## src/sv/tfd_pkg.sv

```systemverilog
// Package for the torsion fingerprint deviation block: constants, types and
// controller/datapath command and status structs. No dependencies.
`timescale 1ns / 1ps
package tfd_pkg;
	localparam int MAX_QUARTETS_DEF = 8;
	localparam logic [14:0] FULL_TURN = 15'd23040;
	localparam logic [14:0] HALF_TURN = 15'd11520;
	localparam logic [1:0] KIND_SINGLE = 2'd0;
	localparam logic [1:0] KIND_RING = 2'd1;

	typedef enum logic [2:0] {
		ST_IDLE, ST_SCAN, ST_DIVDEV, ST_MUL, ST_ACC, ST_DIVOUT, ST_OUT
	} state_t;

	typedef struct packed {
		logic store;     // store accepted quartet
		logic scan_clr;  // start cross-pair scan
		logic scan_step; // advance scan one pair
		logic div_start_dev;
		logic div_start_out;
		logic mul;
		logic acc;
		logic out_load;
	} cmd_t;

	typedef struct packed {
		logic scan_done;
		logic div_done;
		logic lastq;
		logic lastt;
	} sts_t;

	function automatic logic [14:0] fold_angle(input logic [14:0] a);
		logic [14:0] r;
		r = (a >= FULL_TURN) ? a - FULL_TURN : a;
		return (r <= HALF_TURN) ? r : FULL_TURN - r;
	endfunction

	function automatic logic [14:0] circ_diff(input logic [14:0] a, input logic [14:0] b);
		logic [14:0] d;
		d = (a > b) ? a - b : b - a;
		if (d >= FULL_TURN) d = d - FULL_TURN;
		if (d > HALF_TURN) d = FULL_TURN - d;
		return d;
	endfunction
endpackage

```

## src/sv/tfd_ram.sv

```systemverilog
// Generic single-write, registered-read RAM.
// Depends on nothing.
`timescale 1ns / 1ps
module tfd_ram #(
	parameter int WIDTH = 15,
	parameter int DEPTH = 8
) (
	input  logic                     clk,
	input  logic                     we,
	input  logic [$clog2(DEPTH)-1:0] waddr,
	input  logic [WIDTH-1:0]         wdata,
	input  logic [$clog2(DEPTH)-1:0] raddr,
	output logic [WIDTH-1:0]         rdata
);
	logic [WIDTH-1:0] mem_q [DEPTH];
	always_ff @(posedge clk) begin
		if (we) mem_q[waddr] <= wdata;
		rdata <= mem_q[raddr];
	end
endmodule

```

## src/sv/tfd_div.sv

```systemverilog
// Restoring divider, one quotient bit per cycle.
// Depends on nothing.
`timescale 1ns / 1ps
module tfd_div #(
	parameter int NW = 40,
	parameter int DW = 28
) (
	input  logic          clk,
	input  logic          arst_n,
	input  logic          start,
	input  logic [NW-1:0] num,
	input  logic [DW-1:0] den,
	output logic          done,
	output logic [NW-1:0] quot
);
	localparam int CW = $clog2(NW + 1);
	logic [DW:0]   rem_q;
	logic [DW-1:0] den_q;
	logic [NW-1:0] quot_q;
	logic [CW-1:0] cnt_q;
	logic          busy_q;
	logic [DW:0]   trial;

	always_comb trial = {rem_q[DW-1:0], quot_q[NW-1]};

	always_ff @(posedge clk or negedge arst_n) begin
		if (!arst_n) begin
			busy_q <= 1'b0;
			cnt_q <= '0;
			done <= 1'b0;
		end else begin
			done <= 1'b0;
			if (start) begin
				busy_q <= 1'b1;
				cnt_q <= CW'(NW);
			end else if (busy_q) begin
				cnt_q <= cnt_q - 1'b1;
				if (cnt_q == CW'(1)) begin
					busy_q <= 1'b0;
					done <= 1'b1;
				end
			end
		end
	end

	always_ff @(posedge clk) begin
		if (start) begin
			rem_q <= '0;
			den_q <= den;
			quot_q <= num;
		end else if (busy_q) begin
			if (trial >= {1'b0, den_q}) begin
				rem_q <= trial - {1'b0, den_q};
				quot_q <= {quot_q[NW-2:0], 1'b1};
			end else begin
				rem_q <= trial;
				quot_q <= {quot_q[NW-2:0], 1'b0};
			end
		end
	end
	assign quot = quot_q;
endmodule

```

## src/sv/tfd_dp.sv

```systemverilog
// Datapath: angle stores, ring sums, cross-pair scan, divider, accumulators.
// Depends on tfd_pkg, tfd_ram, tfd_div.
`timescale 1ns / 1ps
module tfd_dp #(
	parameter int MAX_QUARTETS = tfd_pkg::MAX_QUARTETS_DEF
) (
	input  logic          clk,
	input  logic          arst_n,
	input  tfd_pkg::cmd_t cmd,
	output tfd_pkg::sts_t sts,
	input  logic [14:0]   angle_first,
	input  logic [14:0]   angle_second,
	input  logic [1:0]    torsion_kind,
	input  logic [14:0]   max_dev,
	input  logic [15:0]   weight,
	input  logic          last_quartet,
	input  logic          last_torsion,
	output logic [15:0]   deviation_value,
	output logic          weights_were_zero
);
	localparam int AW = (MAX_QUARTETS > 1) ? $clog2(MAX_QUARTETS) : 1;
	localparam int CW = $clog2(MAX_QUARTETS + 1);
	localparam int SW = 15 + CW;
	localparam logic [39:0] WSUM_MAX = '1;
	localparam logic [27:0] WGT_MAX = '1;

	logic [CW-1:0] qcnt_q;
	logic [17:0]   rsum_a_q, rsum_b_q;
	logic [1:0]    kind_q;
	logic [14:0]   mdev_q;
	logic [15:0]   wgt_q;
	logic          lastt_q;
	logic [CW-1:0] n_q;
	logic          full;
	logic [AW-1:0] wa, ra, rb;

	assign full = (qcnt_q >= CW'(MAX_QUARTETS));
	assign wa = qcnt_q[AW-1:0];

	// scan indices: i over first store, j over second store
	logic [CW-1:0] i_q, j_q;
	logic          scan_q, pend_q, scan_done_q;
	logic [14:0]   ra_d, rb_d, best_q, cd;
	assign ra = i_q[AW-1:0];
	assign rb = j_q[AW-1:0];

	tfd_ram #(.WIDTH(15), .DEPTH(1 << AW)) u_ram_a (
		.clk(clk), .we(cmd.store && !full), .waddr(wa), .wdata(angle_first),
		.raddr(ra), .rdata(ra_d));
	tfd_ram #(.WIDTH(15), .DEPTH(1 << AW)) u_ram_b (
		.clk(clk), .we(cmd.store && !full), .waddr(wa), .wdata(angle_second),
		.raddr(rb), .rdata(rb_d));

	assign cd = tfd_pkg::circ_diff(ra_d, rb_d);

	always_ff @(posedge clk or negedge arst_n) begin
		if (!arst_n) begin
			qcnt_q <= '0;
			rsum_a_q <= '0;
			rsum_b_q <= '0;
		end else if (cmd.store) begin
			if (last_quartet) begin
				qcnt_q <= '0;
				rsum_a_q <= '0;
				rsum_b_q <= '0;
			end else if (!full) begin
				qcnt_q <= qcnt_q + 1'b1;
				rsum_a_q <= rsum_a_q + 18'(tfd_pkg::fold_angle(angle_first));
				rsum_b_q <= rsum_b_q + 18'(tfd_pkg::fold_angle(angle_second));
			end
		end
	end

	// closing-item latch; ring sums include the closing quartet when stored
	logic [17:0] fa_s, fb_s;
	always_ff @(posedge clk) begin
		if (cmd.scan_clr) begin
			kind_q <= torsion_kind;
			mdev_q <= (max_dev == '0) ? 15'd1 : max_dev;
			wgt_q <= weight;
			lastt_q <= last_torsion;
			n_q <= full ? qcnt_q : qcnt_q + 1'b1;
			fa_s <= full ? rsum_a_q : rsum_a_q + 18'(tfd_pkg::fold_angle(angle_first));
			fb_s <= full ? rsum_b_q : rsum_b_q + 18'(tfd_pkg::fold_angle(angle_second));
		end
	end

	// scan: single reads pair (0,0) only; ring needs no reads
	logic          one_pair;
	assign one_pair = (kind_q == tfd_pkg::KIND_SINGLE);
	always_ff @(posedge clk or negedge arst_n) begin
		if (!arst_n) begin
			scan_q <= 1'b0;
			pend_q <= 1'b0;
			scan_done_q <= 1'b0;
		end else begin
			scan_done_q <= 1'b0;
			if (cmd.scan_clr) begin
				scan_q <= 1'b1;
				pend_q <= 1'b0;
			end else if (cmd.scan_step) begin
				pend_q <= scan_q;
				if (scan_q && (one_pair || kind_q == tfd_pkg::KIND_RING ||
						(i_q == n_q - 1'b1 && j_q == n_q - 1'b1)))
					scan_q <= 1'b0;
				if (!scan_q && pend_q) scan_done_q <= 1'b1;
			end
		end
	end

	always_ff @(posedge clk) begin
		if (cmd.scan_clr) begin
			i_q <= '0;
			j_q <= '0;
			best_q <= tfd_pkg::HALF_TURN;
		end else if (cmd.scan_step) begin
			if (scan_q) begin
				if (j_q == n_q - 1'b1) begin
					j_q <= '0;
					i_q <= i_q + 1'b1;
				end else j_q <= j_q + 1'b1;
			end
			if (pend_q) begin
				if (one_pair) best_q <= cd;
				else if (cd < best_q) best_q <= cd;
			end
		end
	end

	assign sts.scan_done = scan_done_q && cmd.scan_step;
	assign sts.lastq = last_quartet;
	assign sts.lastt = lastt_q;

	// divider operands
	logic [17:0]   rdiff;
	logic [31:0]   dev_num;
	logic [SW-1:0] den_dev;
	logic [39:0]   dnum;
	logic [27:0]   dden;
	logic [39:0]   quot;
	logic          ddone;
	logic          out_phase_q;
	logic [39:0]   wsum_q;
	logic [27:0]   wgt_sum_q;

	assign rdiff = (fa_s > fb_s) ? fa_s - fb_s : fb_s - fa_s;
	assign den_dev = (kind_q == tfd_pkg::KIND_RING) ? SW'(n_q) * SW'(mdev_q) : SW'(mdev_q);
	assign dev_num = (kind_q == tfd_pkg::KIND_RING) ? {rdiff, 14'd0} : {3'd0, best_q, 14'd0};

	tfd_div #(.NW(40), .DW(28)) u_div (
		.clk(clk), .arst_n(arst_n), .start(cmd.div_start_dev || cmd.div_start_out),
		.num(dnum), .den(dden), .done(ddone), .quot(quot));
	assign sts.div_done = ddone;

	logic [15:0] dev_s;
	logic [31:0] prod_q;
	always_ff @(posedge clk) begin
		if (ddone) dev_s <= (quot > 40'hFFFF) ? 16'hFFFF : quot[15:0];
		if (cmd.mul) prod_q <= dev_s * wgt_q;
	end

	logic [40:0] wsum_n;
	logic [28:0] wgt_n;
	logic [39:0] wsum_sat;
	logic [27:0] wgt_sat;
	assign wsum_n = {1'b0, wsum_q} + 41'(prod_q);
	assign wgt_n = {1'b0, wgt_sum_q} + 29'(wgt_q);
	assign wsum_sat = wsum_n[40] ? WSUM_MAX : wsum_n[39:0];
	assign wgt_sat = wgt_n[28] ? WGT_MAX : wgt_n[27:0];

	// the mean divide starts on the accumulate cycle, so feed it the updated sums
	assign dnum = cmd.div_start_out ? wsum_sat : {8'd0, dev_num};
	assign dden = cmd.div_start_out ? wgt_sat : 28'(den_dev);

	always_ff @(posedge clk or negedge arst_n) begin
		if (!arst_n) begin
			wsum_q <= '0;
			wgt_sum_q <= '0;
			out_phase_q <= 1'b0;
		end else if (cmd.acc) begin
			wsum_q <= wsum_sat;
			wgt_sum_q <= wgt_sat;
			out_phase_q <= lastt_q;
		end else if (cmd.out_load) begin
			wsum_q <= '0;
			wgt_sum_q <= '0;
			out_phase_q <= 1'b0;
		end
	end

	// output register; zero weight sum divides to all ones, forced to 0
	always_ff @(posedge clk) begin
		if (cmd.out_load && out_phase_q) begin
			weights_were_zero <= (wgt_sum_q == '0);
			deviation_value <= (wgt_sum_q == '0) ? 16'd0 :
				((quot > 40'hFFFF) ? 16'hFFFF : quot[15:0]);
		end
	end
endmodule

```

## config.mk

```make
export PLATFORM = sky130hd
export DESIGN_NAME = tfd_dp
export DESIGN_NICKNAME = d
export VERILOG_FILES = /design/src/sv/tfd_pkg.sv /design/src/sv/tfd_ram.sv /design/src/sv/tfd_div.sv /design/src/sv/tfd_dp.sv
export SDC_FILE = /design/constraint.sdc
export NUM_CORES = 2
export LEC_CHECK = 0
export BUFFER_PORTS_ARGS = -buffer_cell sky130_fd_sc_hd__buf_2
export CAP_MARGIN = 20
export CELL_PAD_IN_SITES_DETAIL_PLACEMENT = 0
export CELL_PAD_IN_SITES_GLOBAL_PLACEMENT = 1
export CORE_AREA = 2 2 291 350
export DETAILED_ROUTE_END_ITERATION = 8
export DIE_AREA = 0 0 293 352
export PLACE_DENSITY = 0.79
export REMOVE_ABC_BUFFERS = 1
export SLEW_MARGIN = 10
export SYNTH_ARGS = -nofsm -noshare
export SYNTH_HDL_FRONTEND = slang
export SYNTH_HIERARCHICAL = 1
export SYNTH_SLANG_ARGS = --single-unit
```

## constraint.sdc

```tcl
create_clock -name clk -period 7.3 [get_ports clk]
set_input_delay 1.095 -clock clk [delete_from_list [all_inputs] [get_ports clk]]
set_output_delay 1.095 -clock clk [all_outputs]
set_load 0.03 [all_outputs]
```

==> metrics.md <==
| Metric | Value |
|---|---|
| Status | completed |
| Gr usage total | 0.2279 |
| Cells after DPL | 5750 |
| Final Cycle Share | 0.9436 |
| Total of flip-flops plus latches after synthesis | 648 |
| Crit path time final | 6888 ps |
| Via density | 5.672 |
| Fin nets | 5165 |
| Mapped Cells | approximately 4500 |
| Top cell type's share of synthesized area | 0.2887 |
| Buffers on Ports | 95 |
| CP required | 7900 ps |
| Crit path launch type | flip-flop |
| Slew HR | 0.3052 |
| Mapped Avg Cell Area | 10.43 um2 |
| TritonCTS Buffers | 72 |
| # DRC | 0 |
| Global route overflow | 0 |
| Most used flip-flop cell after synthesis | edfxtp_1 |
| Drt first pass iters | 7 |
| Worst hold margin | roughly 460 ps |
| Fin Clk Skew | 37.44 ps |
| Synthesized area | ~46000 um2 |
| CTS Buffer Depth | 3 |
| RSZ-0062 raised after global routing | no |
| Pwr Density | 320.9 nW/um2 |
| CTS clk-pin slew, worst paths | 60 ps |
| Max Freq | 145.2 MHz |
| Initial antenna violation count | 6 |
| CTS tree | built |
| Clock root buffer | clkbuf_16 |
| 1st-iter DRT viols | 2155 |
| CP Max Fanout | 16 |
| Core area | 99630 um2 |
| Vias in the first global route | 33610 |
| Non-filler cells, final | between 5000 and 6000 |
| Chip height | 352 um |
| Die X | 293 um |
| Hold Fails Final Rpt | 0 |
| Routability cong. | 0.8895 |
| CP most frequent cell | o21a_1 |
| Count leader, synth | inv_1 |
| Initial core utilization | 0.4666 |
| Largest net degree at the start of global routing | 77 |
| Die Footprint | 103100 um2 |
| CP arrival | ~7500 ps |
| Hold WC Path Type | flip-flop to flip-flop |
| CP endpoint kind | flip-flop |
| Post-cts hold buffer count | 0 |
| Kind of critical path | flip-flop to flip-flop |
| Actual slew at the worst max-slew pin | ~1000 ps |
| Pins over their slew limit | 0 |
| Detailed-route via count | roughly 33000 |
| Post-synth top area cell | edfxtp_1 |
| Final Setup Violations | 0 |
| CP peak stage delay | 440 ps |
| Final HPWL DP | 87040 um |
| Register area share after synthesis | 0.3882 |
| Drt wl/cell | 19.93 um |
| Leakage | 22.29 nW |
| Total negative slack | 0 ps |
| I/O pins | 96 |
| Synth Warn # | 6 |
| Post-synth top cells | inv_1, edfxtp_1, nand2_1, ha_1, nor2_1 |
| Post-detailed-route count of antenna-violating nets | 0 |
| Max VDD drop | 0.2365 mV |
| Cell variety after synth | 101 |
| Asr flop ratio synth | 0.1852 |
| Routed wire length | 117400 um |
| Post-synth EDFFs | 447 |
| Area delta synth->final | 10.31% |
| Largest cells by area after synthesis | edfxtp_1, fa_1, ha_1 |
| Clock latency at the later pin of the worst-skew pair | 660 ps |
| Htree depth | 3 |
| Layout cell share with drive strength beyond 1 | 0.1099 |
| Worst path slowest cell | or3_4 |
| Row count | between 100 and 150 |
| First-pass GRT wire length | 187300 um |
| CTS sink cnt | 648 |
| Max Cap Viol | 0 |
-- layer usage --
layer / track usage / routed length, um / up-vias
li1: - / - / 15940
met5: 0 / 22 / -
met2: 0.4055 / 59620 / 747
met1: 0.2886 / 49290 / 16520
met3: 0.02751 / 4986 / 179
met4: 0.06892 / 3444 / 4
-- stage by stage --
step | cell area [um2] | util | worst slack [ps] | power [W]
after global placement | 48600 | 0.4878 | 64.28 | 0.01243
after detailed placement | 48610 | 0.4879 | -32.03 | 0.01251
final | 51280 | 0.5147 | 412.0 | 0.01646
after CTS | 51170 | 0.5136 | 87.05 | 0.01646
after floorplan | 45590 | - | 193.2 | 0.01040
after global routing | 51280 | 0.5147 | 13.38 | 0.01759
-- what timing repair did --
action	4_1_cts	5_1_grt
setup buffers	0	1
endpoints found under the setup margin	8	18
cloned	0	0
pin swaps	0	4
resized for setup	5	18
-- power by group --
group	switching, W	leakage [nW]	internal (W)
sequential	0.000456	6.51	0.00464
clock	0.00165	1.24	0.00222
combinational	0.00438	14.5	0.00311
total	0.00649	22.3	0.00997
-- sequential cells by signal, indices dropped and copies added, names as in the netlist, 16 cells and up --
| signal | cells |
|---|---|
| deviation_value | 16 |
| wsum_q | 40 |
| prod_q | 32 |
| wgt_sum_q | 28 |
| rsum_a_q | 18 |
| rsum_b_q | 18 |
| u_ram_a/mem_q | 120 |
| u_div/quot | 40 |
| fb_s | 18 |
| wgt_q | 16 |
| u_ram_b/mem_q | 120 |
| fa_s | 18 |
| dev_s | 16 |
| u_div/den_q | 28 |
| u_div/rem_q | 28 |
-- cell families (layout without fill, tap and decap cells) --
logic type               Yosys count  count (layout)  share of synthesized area
AO/OA/AOI/OAI                    951             951                     0.1380
XOR/XNOR                         205             205                    0.03862
adder cells (fa/ha/maj)          554             554                     0.1861
buffers and inverters            666             803                    0.05657
flip-flops                       648             648                     0.3882
multiplexers                     190             190                    0.06403
other                              0               2                          0
AND/OR/NAND/NOR                 1245            1245                     0.1285
-- area by class of cell --
type | instances | area, um2
well taps | 1290 | 1614
clock buffers | 88 | 1932
repair buffers | 207 | 1335
flip-flops and latches | 648 | 18050
inverters | 462 | 1734
multi-input cells | 3145 | 25990
fillers | 8846 | 48350
diodes | 2 | 5.005
clock inverters | 46 | 614.3
-- path summary, 6_finish.rpt --
path / start / end / slack (ps) / depth (start not counted)
min reg2reg: best_q[1]$_SDFFE_PP0P_ / best_q[1]$_SDFFE_PP0P_ / 460 / 2
max: u_ram_a/rdata[0]$_DFF_P_ / best_q[9]$_SDFFE_PP0P_ / 410 / 32
min: best_q[1]$_SDFFE_PP0P_ / best_q[1]$_SDFFE_PP0P_ / 460 / 2
max in group asynchronous: arst_n / rsum_a_q[15]$_DFFE_PN0P_ / 5490 / 2
min in group asynchronous: arst_n / u_div/cnt_q[2]$_DFFE_PN0P_ / 510 / 1
max reg2reg: u_ram_a/rdata[0]$_DFF_P_ / best_q[9]$_SDFFE_PP0P_ / 410 / 32
-- placed cells by master (no fill, tap or decap), types with 16 or more instances in the layout --
master	count
o21bai_1	26
a31oi_1	51
nor4_1	28
xnor2_1	128
a21oi_1	213
mux4_1	60
nand2b_1	37
dfxtp_1	77
and3_1	32
mux2_2	78
edfxtp_1	447
nor2b_1	42
xor2_1	77
a21o_1	90
or2_2	23
nand2_1	443
inv_1	459
or3_1	38
nand4_1	21
a211oi_1	63
a22o_1	50
nor2_1	249
o31ai_1	24
a21boi_0	24
buf_4	111
mux2i_1	50
clkbuf_16	72
nor3_1	65
o21ai_0	175
clkinv_2	17
dfrtp_1	119
o211ai_1	16
ha_1	324
and2_1	154
nand3_1	62
buf_2	93
fa_1	229
o21a_1	42
-- worst max-delay path, delay by kind of cell, from the launching register on --
family / cells / cell delay [ps]
flops: 1 / 310
xor+xnor: 1 / 220
mux: 1 / 340
fa+ha+maj: 4 / 1100
buf+inv: 4 / 510
simple gates: 6 / 1230
compound gates: 16 / 3140
Note: power is estimated with default switching activity, not from simulation.
