### src/sv/tfd_pkg.sv
// Package for the torsion fingerprint deviation block: constants, types and
// controller/datapath command and status structs. No dependencies.
`timescale 1ns / 1ps
package tfd_pkg;
	localparam int MAX_QUARTETS_DEF = 8;
	localparam logic [14:0] FULL_TURN = 15'd23040;
	localparam logic [14:0] HALF_TURN = 15'd11520;
	localparam logic [1:0] KIND_SINGLE = 2'd0;
	localparam logic [1:0] KIND_RING = 2'd1;

	typedef enum logic [2:0] {
		ST_IDLE, ST_SCAN, ST_DIVDEV, ST_MUL, ST_ACC, ST_DIVOUT, ST_OUT
	} state_t;

	typedef struct packed {
		logic store;     // store accepted quartet
		logic scan_clr;  // start cross-pair scan
		logic scan_step; // advance scan one pair
		logic div_start_dev;
		logic div_start_out;
		logic mul;
		logic acc;
		logic out_load;
	} cmd_t;

	typedef struct packed {
		logic scan_done;
		logic div_done;
		logic lastq;
		logic lastt;
	} sts_t;

	function automatic logic [14:0] fold_angle(input logic [14:0] a);
		logic [14:0] r;
		r = (a >= FULL_TURN) ? a - FULL_TURN : a;
		return (r <= HALF_TURN) ? r : FULL_TURN - r;
	endfunction

	function automatic logic [14:0] circ_diff(input logic [14:0] a, input logic [14:0] b);
		logic [14:0] d;
		d = (a > b) ? a - b : b - a;
		if (d >= FULL_TURN) d = d - FULL_TURN;
		if (d > HALF_TURN) d = FULL_TURN - d;
		return d;
	endfunction
endpackage

### src/sv/tfd_ctrl.sv
// Controller state machine of the deviation block.
// Depends on tfd_pkg.
`timescale 1ns / 1ps
module tfd_ctrl (
	input  logic            clk,
	input  logic            arst_n,
	input  logic            in_valid,
	output logic            in_ready,
	output logic            out_valid,
	input  logic            out_ready,
	input  tfd_pkg::sts_t   sts,
	output tfd_pkg::cmd_t   cmd
);
	tfd_pkg::state_t st_q, st_d;

	always_ff @(posedge clk or negedge arst_n) begin
		if (!arst_n) st_q <= tfd_pkg::ST_IDLE;
		else st_q <= st_d;
	end

	always_comb begin
		st_d = st_q;
		case (st_q)
			tfd_pkg::ST_IDLE: if (in_valid && sts.lastq) st_d = tfd_pkg::ST_SCAN;
			tfd_pkg::ST_SCAN: if (sts.scan_done) st_d = tfd_pkg::ST_DIVDEV;
			tfd_pkg::ST_DIVDEV: if (sts.div_done) st_d = tfd_pkg::ST_MUL;
			tfd_pkg::ST_MUL: st_d = tfd_pkg::ST_ACC;
			tfd_pkg::ST_ACC: st_d = sts.lastt ? tfd_pkg::ST_DIVOUT : tfd_pkg::ST_IDLE;
			tfd_pkg::ST_DIVOUT: if (sts.div_done) st_d = tfd_pkg::ST_OUT;
			tfd_pkg::ST_OUT: if (out_ready) st_d = tfd_pkg::ST_IDLE;
			default: st_d = tfd_pkg::ST_IDLE;
		endcase
	end

	always_comb begin
		cmd = '0;
		in_ready = (st_q == tfd_pkg::ST_IDLE);
		out_valid = (st_q == tfd_pkg::ST_OUT);
		cmd.store = in_ready && in_valid;
		cmd.scan_clr = cmd.store && sts.lastq;
		cmd.scan_step = (st_q == tfd_pkg::ST_SCAN);
		cmd.div_start_dev = (st_q == tfd_pkg::ST_SCAN) && sts.scan_done;
		cmd.mul = (st_q == tfd_pkg::ST_MUL);
		cmd.acc = (st_q == tfd_pkg::ST_ACC);
		cmd.div_start_out = (st_q == tfd_pkg::ST_ACC) && sts.lastt;
		cmd.out_load = (st_q == tfd_pkg::ST_DIVOUT) && sts.div_done;
	end
endmodule

### config.mk
export PLATFORM = sky130hd
export DESIGN_NAME = tfd_ctrl
export DESIGN_NICKNAME = d
export VERILOG_FILES = /design/src/sv/tfd_pkg.sv /design/src/sv/tfd_ctrl.sv
export SDC_FILE = /design/constraint.sdc
export NUM_CORES = 1
export LEC_CHECK = 0
export BUFFER_PORTS_ARGS = -buffer_cell sky130_fd_sc_hd__buf_2
export CAP_MARGIN = 10
export CORE_AREA = 2 2 39 41
export DETAILED_ROUTE_END_ITERATION = 16
export DIE_AREA = 0 0 41 43
export GPL_ROUTABILITY_DRIVEN = 0
export PLACE_DENSITY_LB_ADDON = 0.3
export SYNTH_ARGS = -nofsm -noshare
export SYNTH_HDL_FRONTEND = slang
export SYNTH_SLANG_ARGS = --single-unit
### constraint.sdc
create_clock -name clk -period 1.7 [get_ports clk]
set_input_delay 0.17 -clock clk [delete_from_list [all_inputs] [get_ports clk]]
set_output_delay 0.17 -clock clk [all_outputs]
set_load 0.02 [all_outputs]
==> results of run 1 <==
-- routing by layer --
| metal | GRT usage (%) | vias to the layer above | part of all wire, % |
|---|---|---|---|
| li1 | - | 185 | - |
| met1 | 13.9 | 153 | 41 |
| met2 | 15.9 | 12 | 50 |
| met3 | 1.57 | 3 | 5.7 |
| met4 | 12.0 | 0 | 3.6 |
| met5 | 0 | - | 0 |
-- area by class of cell --
cell class,instances,area share (%)
clock buffers,4,5.85
inverters,1,0.836
multi-input cells,34,47.6
flip-flops and latches,3,16.7
well taps,16,4.46
repair buffers,20,24.5
-- critical path, stage by stage, from the launching register on --
cell	delay [ps]
dfrtp_1	500
inv_2	110
nor3_1	220
and2_1	150
buf_2	150
-- cell families after synthesis --
logic type	count (synthesis)	synth area share [%]
compound gates	9	20.2
mux	1	4.67
simple gates	24	40.1
flops	3	23.3
buf+inv	4	11.7
-- power by group through the flow --
stage	logic (mW)	registers (mW)	clock network, mW
final	0.513	0.163	0.135
after global routing	0.566	0.172	0.142
after CTS	0.514	0.160	0.143
after detailed placement	0.508	0.160	0
after global placement	0.510	0.162	0
after floorplan	0.462	0.123	0
-- path summary, 6_finish.rpt --
kind	startpoint	end	slack (ps)	cells after the start
setup / recovery	st_q[2]$_DFFE_PN0P_	cmd[3]	160	4
setup reg to reg	st_q[1]$_DFFE_PN0P_	st_q[0]$_DFFE_PN0P_	230	4
hold / removal	arst_n	st_q[0]$_DFFE_PN0P_	260	2
hold reg to reg	st_q[2]$_DFFE_PN0P_	st_q[1]$_DFFE_PN0P_	740	2
max in group asynchronous	arst_n	st_q[2]$_DFFE_PN0P_	1330	2
min in group clk	out_ready	st_q[1]$_DFFE_PN0P_	320	3
-- Yosys cell counts --
master / number
and3_1: 4
o21ai_1: 1
buf_6: 3
and2_1: 2
o221ai_2: 1
nor4b_1: 1
a2bb2oi_2: 1
nor3_1: 2
and2b_4: 1
mux2_4: 1
a21oi_1: 5
or3_1: 1
nand2_1: 3
nor2_1: 7
nand2b_1: 3
inv_2: 1
dfrtp_1: 3
o21ai_0: 1
-- through the flow --
stage / cell area (sq um) / std cells
after floorplan: 322 / 41
after global placement: 408 / 73
after detailed placement: 408 / 73
after CTS: 444 / 78
after global routing: 449 / 78
final: 449 / 78
-- what timing repair did --
action	in CTS	in global routing
hold buffers	1	0
setup endpoints to repair	0	1
hold endpoints to repair	3	0
gates resized for setup	0	1
==> summary.txt, run 1 <==
Drt
  – WL/cell: 10.1 microns
  – DRT iter0 DRCs: 6
  – Drc violations: 0
  – Vias per inst: 4.53
  – Remaining antenna violation count: 0
  – Via count: 353
  – Routed wire length: 786 microns
  – Router iterations before antenna repair: 2

Floorplanning
  – Starting Density: 23.2%
  – Row Count: 14
  – Die area: 1760 sq um
  – Io pins: 18
  – Die Wd: 41 microns
  – Die height: 43 microns
  – CORE AREA: 1380 sq um

Clock network
  – CTS Sinks: 3
  – Skew-Pair Late Insertion Delay: 250 ps
  – Clock buffer depth: 2
  – Root Buffer: clkbuf_4
  – Reg clk slew, reported paths: 40 ps
  – CTS tree: built
  – Num CTS Buffers: 3
  – Post-CTS Setup Bufs: 0
  – H-tree levels: 1

STA
  – Rel. slew slack: 80.6%
  – Setup WS post-layout: 158 ps
  – Final Hold Vio Count: 0
  – Final setup fails: 0
  – Tcrit/Tclk final: 90.7%
  – RSZ-0062 raised after global routing: no
  – Clk_skew: 10.1 ps
  – Least-Margin Pin Slew: 290 ps
  – Pins Over Slew Limit: 0
  – Min Hold Slack: 256 ps
  – Fmax: 0.648 GHz
  – Minimum clock period: 1540 ps
  – Setup TNS: 0 ps

Pwr
  – Switching pwr: 0.377 mW
  – Comb pwr share: 63.3%
  – Sw frac: 46.5%
  – Leakage Power: 0.238 nW
  – Power share of the sequential group: 20.1%
  – Power density cells: 1810 nW/um^2
  – Int Pwr: 0.434 mW
  – Clock Power Share: 16.6%
  – Worst vdd ir: 421 uV
  – Total power: 0.811 mW

Final layout
  – Final core utilization: 32.5%
  – Share of post-route cells with drive strength above 1: 45.2%
  – Most common cell after layout, fill and taps aside: buf_2
  – Multi-input logic area: 214 sq um
  – Layout net count: 71
  – Max reg flops: 3
  – Area occupied by registers: 75.1 sq um
  – Area delta synth->final: 39.7%
  – Fillers: 158
  – Most flop-heavy register: st_q
  – N_diodes: 0
  – Biggest regs: st_q (3)
  – Most frequent cells in the layout: buf_2, nor2_1, a21oi_1

Yosys
  – Synth top area share: 23.3%
  – Post-synthesis cell area: 322 sq um
  – Sequential-to-total area share from yosys stat: 23.3%
  – Yosys cell types: 18
  – Synth Register Bits: 3
  – Mean Syn Cell Area: 7.84 sq um
  – Post-Syn Instances: 41
  – Net Count, Synth: 49
  – Leading area contributor after synthesis: dfrtp_1
  – Synth top area cells: dfrtp_1, buf_6, nor2_1, a21oi_1, and3_1
  – Yosys Warn Count: 0

Global routing
  – Largest net degree at the start of global routing: 12
  – Initial antenna violation count: 0
  – First-pass GRT wire length: 1320 microns
  – Vias in the first global route: 337
  – GRT overflow: 0
  – All-layer global routing usage: 11.6%

Hold path
  – HP Class: in2async

Placement
  – Number of buffers added on ports: 17
  – Post-place setup slack: 247 ps
  – Final HPWL DP: 617 microns

Setup path
  – CP Class: reg2out
  – Crit end category: output pin
  – Startpoint types: register
  – CP Max Fanout: 9
  – Worst path required time: 1530 ps
  – Arr. time, crit path: 1370 ps

Run
  – Max cap viols: 0

Status
  – Outcome: finished clean
No activity file was read; power rests on OpenSTA's default activity.
==> run 2, diff against run 1 <==
--- a/config.mk
+++ b/config.mk
@@ -5,6 +5,7 @@
 export SDC_FILE = /design/constraint.sdc
 export NUM_CORES = 1
 export LEC_CHECK = 0
+export ABC_AREA = 1
 export BUFFER_PORTS_ARGS = -buffer_cell sky130_fd_sc_hd__buf_2
 export CAP_MARGIN = 10
 export CORE_AREA = 2 2 39 41
==> run 2 against run 1 <==
Effect of this change: final area is 1.4% higher; area after synthesis increased by 3.5%; via count rose by 11%; critical path type unchanged; largest power group unchanged; highest routed layer unchanged.
==> summary.txt, run 2 <==
Yosys
  – Synth Register Bits: 3
  – Ys async rst share: 100%
  – Post-synth EDFFs: 0
  – Leading area contributor after synthesis: dfrtp_1
  – Synth Area in Simple Gates: 59.0%
  – Post-synthesis compound-gate area fraction: 1.50%
  – Primary FF master, synth: dfrtp_1
  – Commonest cells in the synthesized netlist: nand2_1, inv_1, inv_2, nand3_1, nor2_1
  – Net Count, Synth: 62
  – Synth top area cells: dfrtp_1, nand2_1, nand3_1, nand3_2, inv_1
  – Synth Area in Adders: 0%
  – Yosys cell types: 16
  – Most frequent cell after synthesis: nand2_1
  – Sequential-to-total area share from yosys stat: 22.6%
  – Post-Syn Instances: 54
  – Mux share of post-synthesis cell area: 0%
  – Yosys Warn Count: 0
  – Synth Area in XOR/XNOR: 0%
  – Synth top area share: 22.6%
  – Mean Syn Cell Area: 6.16 sq um
  – Main combinational cell family by area after synthesis: simple AND/OR/NAND/NOR gates
  – Post-synthesis cell area: 333 sq um

Hold path
  – HP Class: in2async

STA
  – Clk_skew: 4.80 ps
  – Tcrit/Tclk final: 88.4%
  – Setup TNS: 0 ps
  – RSZ-0062 raised after global routing: no
  – Pins Over Slew Limit: 0
  – Minimum clock period: 1500 ps
  – Final Hold Vio Count: 0
  – Min Hold Slack: 250 ps
  – Fmax: 0.665 GHz
  – Setup WS post-layout: 197 ps
  – Final setup fails: 0
  – Least-Margin Pin Slew: 402 ps
  – Rel. slew slack: 73.2%

Drt
  – WL/cell: 8.51 microns
  – Remaining antenna violation count: 0
  – Routed wire length: 766 microns
  – DRT iter0 DRCs: 7
  – Router iterations before antenna repair: 4
  – Drc violations: 0
  – Via count: 391
  – Vias per inst: 4.34

Pwr
  – Worst vdd ir: 547 uV
  – Leakage Power: 0.298 nW
  – Power density cells: 1800 nW/um^2

Final layout
  – Final Cell Area: 455 sq um
  – Layout net count: 83
  – Final core utilization: 32.9%
  – Area delta synth->final: 36.8%
  – Most frequent cells in the layout: buf_2, nand2_1, inv_2, inv_1
  – N_diodes: 0
  – Most flop-heavy register: st_q
  – Biggest regs: st_q (3)
  – Fillers: 168
  – Share of post-route cells with drive strength above 1: 44.6%
  – Max reg flops: 3
  – Most common cell after layout, fill and taps aside: buf_2

Clock network
  – Root Buffer: clkbuf_4
  – CTS Sinks: 3
  – Post_cts resized: 0
  – Reg clk slew, reported paths: 40 ps
  – Clock buffer depth: 2
  – Skew-Pair Late Insertion Delay: 240 ps
  – Num CTS Buffers: 3
  – H-tree levels: 1
  – CTS tree: built

Placement
  – Final HPWL DP: 578 microns
  – Area of placed instances: 419 sq um
  – Number of buffers added on ports: 17
  – Post-place setup slack: 447 ps

Setup path
  – CP Class: reg2out
  – CP Max Fanout: 9
  – Startpoint types: register
  – Arr. time, crit path: 1330 ps
  – Worst path required time: 1530 ps
  – R2R cell count: 7
  – Crit end category: output pin

Floorplanning
  – Row Count: 14
  – Io pins: 18
  – Die area: 1760 sq um
  – CORE AREA: 1380 sq um
  – Die height: 43 microns
  – Starting Density: 24.1%
  – Die Wd: 41 microns

Global routing
  – GRT overflow: 0
  – All-layer global routing usage: 10.2%
  – Largest net degree at the start of global routing: 10
  – Met3 GRT Util: 3.14%
  – Initial antenna violation count: 0
  – First-pass GRT wire length: 1190 microns
  – Met2 usage: 13.4%
  – GRT met1 Usage: 12.6%
  – Vias in the first global route: 320
  – GRT busiest layer: met2

Run
  – Max cap viols: 0

Status
  – Outcome: finished clean
-- run 2: metrics by stage --
step	instances	power, mW
after floorplan	54	0.598
after global placement	85	0.693
after detailed placement	85	0.690
after CTS	90	0.828
after global routing	90	0.896
final	90	0.821
-- run 2: logic make-up (layout without fill, tap and decap cells) --
family | count (synthesis) | in the layout
simple gates | 38 | 38
flops | 3 | 3
compound gates | 1 | 1
buf+inv | 12 | 32
-- run 2: repair_timing --
action	in CTS	in global routing
endpoints found under the hold margin	3	0
setup buffers	0	0
hold buffers	1	0
-- run 2: where the power goes --
| part | internal (mW) | switching (mW) |
|---|---|---|
| Clock | 0.0883 | 0.0420 |
| Combinational | 0.175 | 0.322 |
| Sequential | 0.105 | 0.0891 |
| Total | 0.368 | 0.453 |
-- run 2: final timing paths --
kind | startpoint | to | slack [ps]
hold / removal | arst_n | st_q[1]$_DFFE_PN0P_ | 250
hold reg to reg | st_q[1]$_DFFE_PN0P_ | st_q[1]$_DFFE_PN0P_ | 630
setup / recovery | st_q[0]$_DFFE_PN0P_ | cmd[7] | 200
min in group clk | sts[2] | st_q[2]$_DFFE_PN0P_ | 330
max in group asynchronous | arst_n | st_q[0]$_DFFE_PN0P_ | 1340
setup reg to reg | st_q[2]$_DFFE_PN0P_ | st_q[0]$_DFFE_PN0P_ | 440
-- run 2: metal layers --
| metal | vias up | routed length (microns) |
|---|---|---|
| met5 | - | 0 |
| met4 | 0 | 21 |
| met3 | 2 | 38 |
| met2 | 10 | 346 |
| met1 | 170 | 361 |
| li1 | 209 | - |
-- run 2: area by class of cell --
| class | instances | area (sq um) | area share, % |
|---|---|---|---|
| tap | 16 | 20.0 | 4.40 |
| inverter | 10 | 37.5 | 8.24 |
| timing repair buffer | 18 | 95.1 | 20.9 |
| multi-input combinational | 39 | 201 | 44.2 |
| sequential | 3 | 75.1 | 16.5 |
| clock buffer | 4 | 26.3 | 5.77 |
-- run 2: worst max-delay path: stages, from the launching register on --
cell	delay, ps
dfrtp_1	510
nor2_1	220
nand2_1	110
nor2_1	90
buf_2	160
==> run 3, diff against run 2 <==
--- a/config.mk
+++ b/config.mk
@@ -5,7 +5,6 @@
 export SDC_FILE = /design/constraint.sdc
 export NUM_CORES = 1
 export LEC_CHECK = 0
-export ABC_AREA = 1
 export BUFFER_PORTS_ARGS = -buffer_cell sky130_fd_sc_hd__buf_2
 export CAP_MARGIN = 10
 export CORE_AREA = 2 2 39 41
==> constraint.sdc (replaced) <==
create_clock -name clk -period 1.4 [get_ports clk]
set_input_delay 0.14 -clock clk [delete_from_list [all_inputs] [get_ports clk]]
set_output_delay 0.14 -clock clk [all_outputs]
set_load 0.02 [all_outputs]
==> run 3 against run 2 <==
Effect of this change: the run now ends with setup timing left; largest cell class unchanged; setup slack worse by 220 ps; cell count is 2.2% lower; core utilization is 11 points higher; largest power group unchanged; global-route usage is 0.91 points higher; flip-flop and latch count stayed put.
==> summary.txt, run 3 (synthesis gave the netlist of run 1 again) <==
Status
  – Outcome: finished, violations left
  – Violations in the final reports: setup timing

Hold path
  – HP Class: in2async

Setup path
  – Startpoint types: register
  – Crit path max-delay cell type: dfrtp_1
  – R2r startpoint: st_q[1]$_DFFE_PN0P_
  – Slowest Stage Delay on Critical Path: 410 ps
  – CP most frequent cell: buf_6
  – Cell family with most CP delay: flip-flops
  – CP Class: reg2out
  – WP buf/inv: 2
  – CP cell instances: buf_6, nor3_4, and3_1, buf_6
  – Crit end category: output pin
  – R2R Setup Slk: -20 ps
  – R2R cell count: 4
  – CP Max Fanout: 8
  – Worst path required time: 1260 ps
  – RR Endpoint: st_q[0]$_DFFE_PN0P_
  – Arr. time, crit path: 1280 ps

Drt
  – Router iterations before antenna repair: 4
  – WL/cell: 10.9 microns
  – Routed wire length: 962 microns
  – Via count: 400
  – Vias per inst: 4.55
  – Drc violations: 0
  – Remaining antenna violation count: 0
  – DRT iter0 DRCs: 3

Pwr
  – Leakage Power: 0.295 nW
  – Clock Power Share: 11.5%
  – Comb pwr share: 74.2%
  – Int Pwr: 0.765 mW
  – Sw frac: 41.2%
  – Total power: 1.30 mW
  – Power share of the sequential group: 14.3%
  – Power density cells: 2160 nW/um^2
  – Switching pwr: 0.537 mW
  – Worst vdd ir: 707 uV

STA
  – Clk_skew: 0.229 ps
  – Setup WS post-layout: -21.4 ps
  – Pins Over Slew Limit: 0
  – Setup TNS: -45.0 ps
  – Rel. slew slack: 81.9%
  – Tcrit/Tclk final: 102%
  – Final setup fails: 3
  – RSZ-0062 raised after global routing: yes
  – Fmax: 0.704 GHz
  – Minimum clock period: 1420 ps
  – Least-Margin Pin Slew: 268 ps
  – Final Hold Vio Count: 0

Global routing
  – All-layer global routing usage: 11.1%
  – GRT overflow: 0
  – Initial antenna violation count: 0
  – First-pass GRT wire length: 1360 microns
  – Vias in the first global route: 364
  – Largest net degree at the start of global routing: 9

Floorplanning
  – Row Count: 14
  – Die Wd: 41 microns
  – Die height: 43 microns
  – Io pins: 18
  – CORE AREA: 1380 sq um
  – Starting Density: 23.2%
  – Die area: 1760 sq um

Final layout
  – Most frequent cells in the layout: buf_4, buf_2, buf_6
  – N_diodes: 0
  – Max reg flops: 3
  – Share of post-route cells with drive strength above 1: 63.9%
  – Layout net count: 81
  – Most common cell after layout, fill and taps aside: buf_4
  – Fillers: 142
  – Biggest regs: st_q (3)
  – Most flop-heavy register: st_q
  – Area delta synth->final: 87.2%

Clock network
  – H-tree levels: 1
  – Root Buffer: clkbuf_4
  – Num CTS Buffers: 3
  – CTS tree: built
  – Reg clk slew, reported paths: 40 ps
  – Clock buffer depth: 2
  – CTS Sinks: 3
  – Skew-Pair Late Insertion Delay: 230 ps

Placement
  – Number of buffers added on ports: 17
  – Final HPWL DP: 664 microns

Run
  – Max cap viols: 0
==> run 3: through the flow <==
| step | setup slack (ps) | hold WS (ps) | cell area [sq um] | cells | utilization (%) |
|---|---|---|---|---|---|
| detailed placement | -31.4 | -62.2 | 448 | 77 | 32.4 |
| global placement | -27.6 | -62.8 | 448 | 77 | 32.4 |
| global route | -100 | 248 | 602 | 88 | 43.5 |
| floorplan | 29.1 | -156 | 332 | 41 | - |
| CTS | -24.4 | 241 | 547 | 87 | 39.5 |
| finish | -21.4 | 239 | 602 | 88 | 43.5 |
==> run 3: power groups by stage <==
stage	clock (mW)	combinational, mW	sequential (mW)
finish	0.150	0.966	0.187
global route	0.165	1.05	0.192
CTS	0.149	0.863	0.177
detailed placement	0	0.718	0.183
global placement	0	0.715	0.182
floorplan	0	0.579	0.149
==> run 3: timing repair <==
item / 4_1_cts / 5_1_grt
setup endpoints to repair: 5 / 10
hold buffers: 1 / 0
hold endpoints to repair: 3 / 0
cloned: 0 / 0
buffers inserted: 5 / 1
pin swaps: 0 / 4
resized for setup: 8 / 15
==> run 3: area by class of cell <==
class / instances / area, sq um / area share, %
well taps: 16 / 20.0 / 3.33
multi-input cells: 34 / 243 / 40.3
repair buffers: 30 / 231 / 38.5
inverters: 1 / 3.75 / 0.624
clock buffers: 4 / 26.3 / 4.37
flip-flops and latches: 3 / 77.6 / 12.9
==> run 3: worst reg2reg max path, stage by stage (launching register included) <==
cell and delay, ps:
dfrtp_2 430, and2b_4 290, nand2_2 60, o221ai_2 200
mux2_4 320
==> run 3: worst max-delay path by stage <==
stage                        startpoint                   to  slack, ps  cells after the start
CTS                 st_q[1]$_DFFE_PN0P_               cmd[0]        -20                      3
floorplan           st_q[2]$_DFFE_PN0P_               cmd[6]         30                      3
detailed placement  st_q[1]$_DFFE_PN0P_  st_q[0]$_DFFE_PN0P_        -30                      4
global route        st_q[0]$_DFFE_PN0P_               cmd[6]       -100                      4
global placement    st_q[1]$_DFFE_PN0P_  st_q[0]$_DFFE_PN0P_        -30                      4
finish              st_q[0]$_DFFE_PN0P_               cmd[6]        -20                      4
==> run 3: per-layer routing <==
metal | wire length [microns] | up-vias | share of wire (%) | global-route usage [%]
met5 | 0 | - | 0 | 0
met4 | 0 | 0 | 0 | 2.00
met3 | 62 | 0 | 6.4 | 3.14
met2 | 492 | 14 | 51 | 17.8
met1 | 407 | 180 | 42 | 14.2
li1 | - | 206 | - | -
